<file path="config.mk">
export PLATFORM = sky130hd
export DESIGN_NAME = button_press_duration_decoder_flat
export DESIGN_NICKNAME = d
export VERILOG_FILES = /design/src/rtl/bpdd_pkg.sv /design/src/rtl/bpdd_stream_if.sv /design/src/rtl/button_press_duration_decoder.sv /design/src/flat_wrapper.sv
export SDC_FILE = /design/constraint.sdc
export NUM_CORES = 1
export LEC_CHECK = 0
export ABC_AREA = 1
export BUFFER_PORTS_ARGS = -buffer_cell sky130_fd_sc_hd__buf_4
export CAP_MARGIN = 25
export CORE_UTILIZATION = 45
export DETAILED_ROUTE_END_ITERATION = 6
export PLACE_DENSITY = 0.73
export RECOVER_POWER = 50
export SETUP_SLACK_MARGIN = 0.5
export SYNTH_ARGS = -nofsm -noshare
export SYNTH_HDL_FRONTEND = slang
export SYNTH_SLANG_ARGS = --single-unit
</file>
<file path="constraint.sdc">
create_clock -name clk_i -period 3.8 [get_ports clk_i]
set_input_delay 0.19 -clock clk_i [delete_from_list [all_inputs] [get_ports clk_i]]
set_output_delay 0.19 -clock clk_i [all_outputs]
set_load 0.02 [all_outputs]
</file>
<file path="src/rtl/bpdd_pkg.sv">
// Types and constants of the button press duration decoder.
package bpdd_pkg;

  localparam int unsigned CFG_IDX_W  = 3;
  localparam int unsigned CFG_DATA_W = 16;
  localparam int unsigned THRESH_W   = 16;
  localparam int unsigned STEP_W     = 8;
  localparam int unsigned NOW_W      = 32;

  typedef enum logic [CFG_IDX_W-1:0] {
    CFG_LONG_HOLD   = 3'd0,
    CFG_SWITCH_HOLD = 3'd1,
    CFG_MIN_PRESS   = 3'd2,
    CFG_TEMP_STEP   = 3'd3,
    CFG_HUM_STEP    = 3'd4
  } cfg_reg_e;

  typedef enum logic [1:0] {
    EV_NONE   = 2'd0,
    EV_TEST   = 2'd1,
    EV_TARGET = 2'd2,
    EV_STEP   = 2'd3
  } event_e;

  localparam logic [THRESH_W-1:0] LONG_HOLD_RST   = 16'd10000;
  localparam logic [THRESH_W-1:0] SWITCH_HOLD_RST = 16'd1000;
  localparam logic [THRESH_W-1:0] MIN_PRESS_RST   = 16'd100;
  localparam logic [STEP_W-1:0]   TEMP_STEP_RST   = 8'd1;
  localparam logic [STEP_W-1:0]   HUM_STEP_RST    = 8'd5;
  localparam int unsigned         TEMP_RST        = 25;
  localparam int unsigned         HUM_RST         = 30;

endpackage

</file>
<file path="src/rtl/bpdd_stream_if.sv">
// Valid/ready channel interfaces for button scans and decoded results.
interface bpdd_in_if;
  logic                         valid;
  logic                         ready;
  logic                         sample_level;
  logic                         confirm_level;
  logic [bpdd_pkg::NOW_W-1:0]   now_ms;

  modport source (output valid, sample_level, confirm_level, now_ms, input ready);
  modport sink   (input valid, sample_level, confirm_level, now_ms, output ready);
endinterface

interface bpdd_out_if #(
  parameter int unsigned VALUE_WIDTH = 10
);
  logic                   valid;
  logic                   ready;
  logic                   test_mode;
  logic                   edit_temperature;
  logic [VALUE_WIDTH-1:0] sim_temperature;
  logic [VALUE_WIDTH-1:0] sim_humidity;
  logic [1:0]             event_res;

  modport source (output valid, test_mode, edit_temperature, sim_temperature, sim_humidity,
                  event_res, input ready);
  modport sink   (input valid, test_mode, edit_temperature, sim_temperature, sim_humidity,
                  event_res, output ready);
endinterface

</file>
<file path="src/rtl/button_press_duration_decoder.sv">
// Top level of the button press duration decoder.
// A scan is held in the scan register, and its result is registered in the result register.
// Throughput: one scan per cycle unless the output stalls; the scan and result registers each
// hold one transaction, so a new scan is taken while a finished result waits to be taken.
// Reset: asynchronous, active low; clears both valid bits, loads the default thresholds
// and steps, and returns the button tracking and simulated values to their start state.
module button_press_duration_decoder #(
  parameter int unsigned VALUE_WIDTH = 10,
  parameter int unsigned TIME_WIDTH  = 32
) (
  input  logic                             clk_i,
  input  logic                             rst_ni,
  input  logic                             cfg_we_i,
  input  logic [bpdd_pkg::CFG_IDX_W-1:0]   cfg_idx_i,
  input  logic [bpdd_pkg::CFG_DATA_W-1:0]  cfg_data_i,
  bpdd_in_if.sink                          in_i,
  bpdd_out_if.source                       out_o
);

  localparam int unsigned SUM_W = ((VALUE_WIDTH > bpdd_pkg::STEP_W) ?
                                   VALUE_WIDTH : bpdd_pkg::STEP_W) + 1;
  localparam logic [VALUE_WIDTH-1:0] VALUE_MAX = '1;

  logic [bpdd_pkg::THRESH_W-1:0] long_hold_q, switch_hold_q, min_press_q;
  logic [bpdd_pkg::STEP_W-1:0]   temp_step_q, hum_step_q;

  logic                   s1_valid_q;
  logic                   s1_sample_q;
  logic                   s1_confirm_q;
  logic [TIME_WIDTH-1:0]  s1_now_q;

  logic                   last_level_q, last_level_d;
  logic                   pressing_q, pressing_d;
  logic                   long_q, long_d;
  logic [TIME_WIDTH-1:0]  press_start_q, press_start_d;
  logic                   test_q, test_d;
  logic                   edit_q, edit_d;
  logic [VALUE_WIDTH-1:0] temp_q, temp_d;
  logic [VALUE_WIDTH-1:0] hum_q, hum_d;
  bpdd_pkg::event_e       event_d;

  logic                   out_valid_q;
  logic                   out_test_q;
  logic                   out_edit_q;
  logic [VALUE_WIDTH-1:0] out_temp_q;
  logic [VALUE_WIDTH-1:0] out_hum_q;
  logic [1:0]             out_event_q;

  logic                   out_free;
  logic                   s1_fire;
  logic                   level;
  logic                   fall;
  logic                   rise;
  logic                   long_eff;
  logic [TIME_WIDTH-1:0]  hold;
  logic [SUM_W-1:0]       temp_sum;
  logic [SUM_W-1:0]       hum_sum;

  always_ff @(posedge clk_i or negedge rst_ni) begin
    if (!rst_ni) begin
      long_hold_q   <= bpdd_pkg::LONG_HOLD_RST;
      switch_hold_q <= bpdd_pkg::SWITCH_HOLD_RST;
      min_press_q   <= bpdd_pkg::MIN_PRESS_RST;
      temp_step_q   <= bpdd_pkg::TEMP_STEP_RST;
      hum_step_q    <= bpdd_pkg::HUM_STEP_RST;
    end else if (cfg_we_i) begin
      unique case (cfg_idx_i)
        bpdd_pkg::CFG_LONG_HOLD:   long_hold_q   <= cfg_data_i;
        bpdd_pkg::CFG_SWITCH_HOLD: switch_hold_q <= cfg_data_i;
        bpdd_pkg::CFG_MIN_PRESS:   min_press_q   <= cfg_data_i;
        bpdd_pkg::CFG_TEMP_STEP:   temp_step_q   <= cfg_data_i[bpdd_pkg::STEP_W-1:0];
        bpdd_pkg::CFG_HUM_STEP:    hum_step_q    <= cfg_data_i[bpdd_pkg::STEP_W-1:0];
        default: ;
      endcase
    end
  end

  assign out_free   = !out_valid_q || out_o.ready;
  assign s1_fire    = s1_valid_q && out_free;
  assign in_i.ready = !s1_valid_q || out_free;

  always_ff @(posedge clk_i or negedge rst_ni) begin
    if (!rst_ni) begin
      s1_valid_q <= 1'b0;
    end else if (in_i.ready) begin
      s1_valid_q <= in_i.valid;
    end
  end

  always_ff @(posedge clk_i) begin
    if (in_i.ready && in_i.valid) begin
      s1_sample_q  <= in_i.sample_level;
      s1_confirm_q <= in_i.confirm_level;
      s1_now_q     <= in_i.now_ms[TIME_WIDTH-1:0];
    end
  end

  // The confirming re-read only matters when the first sample disagrees with the last level.
  always_comb begin
    level         = (s1_sample_q != last_level_q) ? s1_confirm_q : s1_sample_q;
    fall          = !level && last_level_q;
    rise          = level && !last_level_q;
    press_start_d = fall ? s1_now_q : press_start_q;
    pressing_d    = fall || pressing_q;
    long_eff      = fall ? 1'b0 : long_q;
    long_d        = long_eff;
    hold          = s1_now_q - press_start_d;
    test_d        = test_q;
    edit_d        = edit_q;
    temp_d        = temp_q;
    hum_d         = hum_q;
    event_d       = bpdd_pkg::EV_NONE;
    last_level_d  = level;
    temp_sum      = SUM_W'(temp_q) + SUM_W'(temp_step_q);
    hum_sum       = SUM_W'(hum_q) + SUM_W'(hum_step_q);

    if (!level && pressing_d && !long_eff && (hold >= TIME_WIDTH'(long_hold_q))) begin
      test_d  = !test_q;
      long_d  = 1'b1;
      event_d = bpdd_pkg::EV_TEST;
    end

    if (rise) begin
      if (test_q && !long_q) begin
        if (hold >= TIME_WIDTH'(switch_hold_q)) begin
          edit_d  = !edit_q;
          event_d = bpdd_pkg::EV_TARGET;
        end else if (hold >= TIME_WIDTH'(min_press_q)) begin
          if (edit_q) begin
            temp_d = (temp_sum > SUM_W'(VALUE_MAX)) ? VALUE_MAX : temp_sum[VALUE_WIDTH-1:0];
          end else begin
            hum_d = (hum_sum > SUM_W'(VALUE_MAX)) ? VALUE_MAX : hum_sum[VALUE_WIDTH-1:0];
          end
          event_d = bpdd_pkg::EV_STEP;
        end
      end
      pressing_d = 1'b0;
    end
  end

  always_ff @(posedge clk_i or negedge rst_ni) begin
    if (!rst_ni) begin
      last_level_q  <= 1'b1;
      pressing_q    <= 1'b0;
      long_q        <= 1'b0;
      press_start_q <= '0;
      test_q        <= 1'b0;
      edit_q        <= 1'b1;
      temp_q        <= VALUE_WIDTH'(bpdd_pkg::TEMP_RST);
      hum_q         <= VALUE_WIDTH'(bpdd_pkg::HUM_RST);
    end else if (s1_fire) begin
      last_level_q  <= last_level_d;
      pressing_q    <= pressing_d;
      long_q        <= long_d;
      press_start_q <= press_start_d;
      test_q        <= test_d;
      edit_q        <= edit_d;
      temp_q        <= temp_d;
      hum_q         <= hum_d;
    end
  end

  always_ff @(posedge clk_i or negedge rst_ni) begin
    if (!rst_ni) begin
      out_valid_q <= 1'b0;
    end else if (out_free) begin
      out_valid_q <= s1_valid_q;
    end
  end

  always_ff @(posedge clk_i) begin
    if (s1_fire) begin
      out_test_q  <= test_d;
      out_edit_q  <= edit_d;
      out_temp_q  <= temp_d;
      out_hum_q   <= hum_d;
      out_event_q <= event_d;
    end
  end

  assign out_o.valid            = out_valid_q;
  assign out_o.test_mode        = out_test_q;
  assign out_o.edit_temperature = out_edit_q;
  assign out_o.sim_temperature  = out_temp_q;
  assign out_o.sim_humidity     = out_hum_q;
  assign out_o.event_res        = out_event_q;

endmodule

</file>
<file path="src/flat_wrapper.sv">
// flat-port wrapper written by rule: the top's interface ports become plain ports
module button_press_duration_decoder_flat 
#(
  parameter int unsigned VALUE_WIDTH = 10,
  parameter int unsigned TIME_WIDTH  = 32
)
  (clk_i, rst_ni, cfg_we_i, cfg_idx_i, cfg_data_i, in_i_valid, in_i_sample_level, in_i_confirm_level, in_i_now_ms, in_i_ready, out_o_valid, out_o_test_mode, out_o_edit_temperature, out_o_sim_temperature, out_o_sim_humidity, out_o_event_res, out_o_ready);
  bpdd_in_if in_i_i ();
  bpdd_out_if #(.VALUE_WIDTH(VALUE_WIDTH)) out_o_i ();
  input  logic clk_i;
  input  logic rst_ni;
  input  logic cfg_we_i;
  input  logic [bpdd_pkg::CFG_IDX_W-1:0] cfg_idx_i;
  input  logic [bpdd_pkg::CFG_DATA_W-1:0] cfg_data_i;
  input wire logic [$bits(in_i_i.valid)-1:0] in_i_valid;
  input wire logic [$bits(in_i_i.sample_level)-1:0] in_i_sample_level;
  input wire logic [$bits(in_i_i.confirm_level)-1:0] in_i_confirm_level;
  input wire logic [$bits(in_i_i.now_ms)-1:0] in_i_now_ms;
  output wire logic [$bits(in_i_i.ready)-1:0] in_i_ready;
  output wire logic [$bits(out_o_i.valid)-1:0] out_o_valid;
  output wire logic [$bits(out_o_i.test_mode)-1:0] out_o_test_mode;
  output wire logic [$bits(out_o_i.edit_temperature)-1:0] out_o_edit_temperature;
  output wire logic [$bits(out_o_i.sim_temperature)-1:0] out_o_sim_temperature;
  output wire logic [$bits(out_o_i.sim_humidity)-1:0] out_o_sim_humidity;
  output wire logic [$bits(out_o_i.event_res)-1:0] out_o_event_res;
  input wire logic [$bits(out_o_i.ready)-1:0] out_o_ready;
  assign in_i_i.valid = in_i_valid;
  assign in_i_i.sample_level = in_i_sample_level;
  assign in_i_i.confirm_level = in_i_confirm_level;
  assign in_i_i.now_ms = in_i_now_ms;
  assign in_i_ready = in_i_i.ready;
  assign out_o_valid = out_o_i.valid;
  assign out_o_test_mode = out_o_i.test_mode;
  assign out_o_edit_temperature = out_o_i.edit_temperature;
  assign out_o_sim_temperature = out_o_i.sim_temperature;
  assign out_o_sim_humidity = out_o_i.sim_humidity;
  assign out_o_event_res = out_o_i.event_res;
  assign out_o_i.ready = out_o_ready;
  button_press_duration_decoder #(.VALUE_WIDTH(VALUE_WIDTH), .TIME_WIDTH(TIME_WIDTH)) u_core (.clk_i(clk_i), .rst_ni(rst_ni), .cfg_we_i(cfg_we_i), .cfg_idx_i(cfg_idx_i), .cfg_data_i(cfg_data_i), .in_i(in_i_i), .out_o(out_o_i));
endmodule
</file>
==> flow_summary.toml <==
[status]
status = "finished, violations left"
violations = "capacitance limit, slew limit, setup timing"

[floorplanning]
die-area_um2 = 26200
rows = 58
core_um2 = 25200
io_pins = 84
die_w_um = 162
start_util_pct = 45.8
die_h_um = 162

[clocking]
htreeDepth = 4
cts_tree = "built"
clk_pin_slew_worst_paths_ns = 0.09
clk_latency_ns = 0.45
cts_buffer_depth = 2
cts-root-buf = "clkbuf_16"
cts_sinks = 181
numCtsBuffers = 17

[layout]
fin_util_pct = 59.9
diodes = 0
final_nets = 1934
finalNonFillerCells = 2132
fin_area_um2 = 15100
drive_gt1_share_pct = 22.7
fillers = 2225
syn_to_final_growth_pct = 30.9

[global_route]
grt_max_degree = 71
grt_pass1_wl_um = 50400
grt_pass1_vias = 10300
antenna_found_initial = 0
overflow = 0
grt_usage_pct = 24.3

[worst_setup_path]
cp_common_cell = "nand2_2"
critPathKind = "reg2reg"
worst_ep_arrival_time_ns = 4.14
cp_max_fo = 21
max_stage_delay_ns = 0.43
critPathSlowestCell = "edfxtp_1"
worstPathCellList = "nor2_4 -> nand2_4 -> buf_8 -> mux2i_1 -> ha_1 -> nand2_2 -> inv_2 -> nand3_4 -> nor3_4 -> nand2_1 -> nand2_2 -> xor2_4 -> ha_1 -> a21o_1 -> a211oi_2 -> nand3_2 -> nand2_2 -> inv_2 -> nand3_4 -> nand2_2 -> and2_1"
required_ns = 4.01
ff2ff_path_depth = 21
cp-end-kind = "register"
critPathLaunchType = "register"

[synthesis]
syn_area_um2 = 11500
synth.most_common_cell = "nand2_1"
yosys.area.top_type = "dfrtp_1"
synth-compound-area-share_pct = 11.7
synth_common_cells = "nand2_1, inv_1, o21ai_0, dfrtp_1"
synth_ff_type = "dfrtp_1"
synth_mux_area_share_pct = 0.174
synth_nets = 1663
yosysUniqueCellTypes = 45
yosys.area_share.simple_pct = 25.6
syn-instance-count = 1518
async_flop_share_pct = 68.0
ys_seq_area_share_pct = 42.1
synth_top_area_share_pct = 21.1
synth_top_family_by_area = "simple AND/OR/NAND/NOR gates"
synth_edf_count = 58
synth_fa_ha_area_share_pct = 9.58
yosys_warnings = 0
synthXorXnorAreaFrac_pct = 1.67
syn_avg_cell_area_um2 = 7.59
ys_ff_latch = 181
synth_area_leaders = "dfrtp_1, nand2_1, edfxtp_1, ha_1, inv_1"

[worst_hold_path]
worstHoldPathCells = 4
hold_path_class = "in2reg"

[placed_design]
dp.final_hpwl_um = 23200
gp_congestion = 0.947
placed_area_um2 = 13800
dpl.cell_count = 2049
io_buffers = 83

[route]
vias = 10600
ant_nets = 0
firstDrtPassIters = 5
vias_per_cell = 4.95
drc = 0
wirelength_um = 30400
drt_iter0_markers = 624
wl_per_cell_um = 14.3

[sta]
finalCritPeriodShare_pct = 103
skew_ns = 0.0204
max_slew_margin_pct = -17.1
fmax_ghz = 0.255
worstMarginPinSlew_ns = 1.76
rsz0062_at_grt = "yes"
finalHoldWorstSlack_ns = 0.0148
setup_violations = 30
fin_crit_ns = 3.92
setup_slack_ns = -0.125
hold_violations = 0
slew_violations = 95
tns_ns = -2.04

[power_and_ir_drop]
ir_drop_uv = 384
power_density_nw_per_um2 = 751
p_leak_nw = 7.55

[run]
maxCapViolations = 2
## placed cells by master, fill, tap and decap left out, types with 11 or more instances in the layout
cell type,synthesis,layout
dlygate4sd3_1,0,36
xor2_1,20,11
a21oi_1,69,59
clkbuf_1,23,27
o21ai_2,8,12
and2_1,12,12
edfxtp_1,58,58
dfstp_2,26,25
nand3_1,75,63
nand2_2,6,32
clkbuf_16,0,17
nand4_1,18,18
o21ai_0,139,130
buf_4,0,182
dfrtp_1,97,97
ha_1,85,77
nor2_1,85,78
nor2_2,5,11
clkbuf_4,0,32
nand2_1,466,435
o21ai_1,9,13
inv_1,241,233
## repair_timing
item / 4_1_cts / 5_1_grt
setup endpoints to repair: 47 / 47
buffers inserted: 8 / 6
cloned: 1 / 0
hold buffers: 36 / 0
endpoints found under the hold margin: 84 / 0
pin swaps: 23 / 21
gates resized for setup: 28 / 29
## through the flow
stage	total power, W	worst slack (ns)
after floorplan	0.00657	0.00400
after global placement	0.00873	-0.158
after detailed placement	0.00889	-0.217
after CTS	0.0111	-0.138
after global routing	0.0123	-0.339
final	0.0113	-0.125
## area by class of cell
| type | count | area [um^2] | share of cell area, % |
|---|---|---|---|
| well taps | 330 | 413 | 2.74 |
| repair buffers | 280 | 2100 | 13.9 |
| clock buffers | 17 | 425 | 2.82 |
| inverters | 249 | 950 | 6.30 |
| flip-flops and latches | 181 | 4850 | 32.2 |
| clock inverters | 15 | 211 | 1.40 |
| multi-input cells | 1060 | 6130 | 40.6 |
## critical path: cells and delay by family (launching register included)
kind,cells,cell delay (ns)
AND/OR/NAND/NOR,12,1.51
adder cells (fa/ha/maj),2,0.65
flip-flops,1,0.43
AO/OA/AOI/OAI,2,0.41
buffers and inverters,3,0.35
XOR/XNOR,1,0.19
multiplexers,1,0.14
## flip-flops by register name (all words and copies together) (netlist names), 2 cells and up
register and flops:
u_core.press_start_q 32, u_core.s1_now_q 32, u_core.long_hold_q 16, u_core.min_press_q 16, u_core.switch_hold_q 16, u_core.hum_q 10, u_core.out_o.sim_humidity 10, u_core.out_o.sim_temperature 10
u_core.temp_q 10, u_core.hum_step_q 8, u_core.temp_step_q 8, u_core.out_o.event_res 2
## cell families (layout without fill, tap and decap cells)
logic type | Yosys count | in the layout
flops | 181 | 181
buf+inv | 278 | 561
xor+xnor | 22 | 22
mux | 2 | 2
compound gates | 250 | 250
simple gates | 698 | 699
fa+ha+maj | 87 | 87
## worst paths after layout
kind / start / end / slack, ns
min: out_o_ready / u_core.out_o.valid$_DFFE_PN0P_ / 0.01
max in group asynchronous: rst_ni / u_core.hum_q[2]$_DFFE_PN1P_ / 1.77
max reg2reg: u_core.s1_confirm_q$_DFFE_PP_ / u_core.out_o.sim_temperature[1]$_DFFE_PP_ / -0.12
min in group asynchronous: rst_ni / u_core.temp_q[2]$_DFFE_PN0P_ / 0.73
min reg2reg: u_core.press_start_q[27]$_DFFE_PN0P_ / u_core.press_start_q[27]$_DFFE_PN0P_ / 0.48
max: u_core.s1_confirm_q$_DFFE_PP_ / u_core.out_o.sim_temperature[1]$_DFFE_PP_ / -0.12
## metal layers
layer | track usage, % | share of wire, % | vias to the layer above
li1 | - | - | 5424
met1 | 32.0 | 47 | 4881
met4 | 8.36 | 2.4 | 0
met2 | 41.1 | 47 | 209
met3 | 3.40 | 3.7 | 43
met5 | 0 | 0 | -
## power by group
group          internal [W]  leakage [nW]  switching, W
clock              0.000920         0.305      0.000969
sequential          0.00251          2.07      0.000262
combinational       0.00302          5.18       0.00364
total               0.00645          7.55       0.00487
Power figures use the tool's default switching activity.
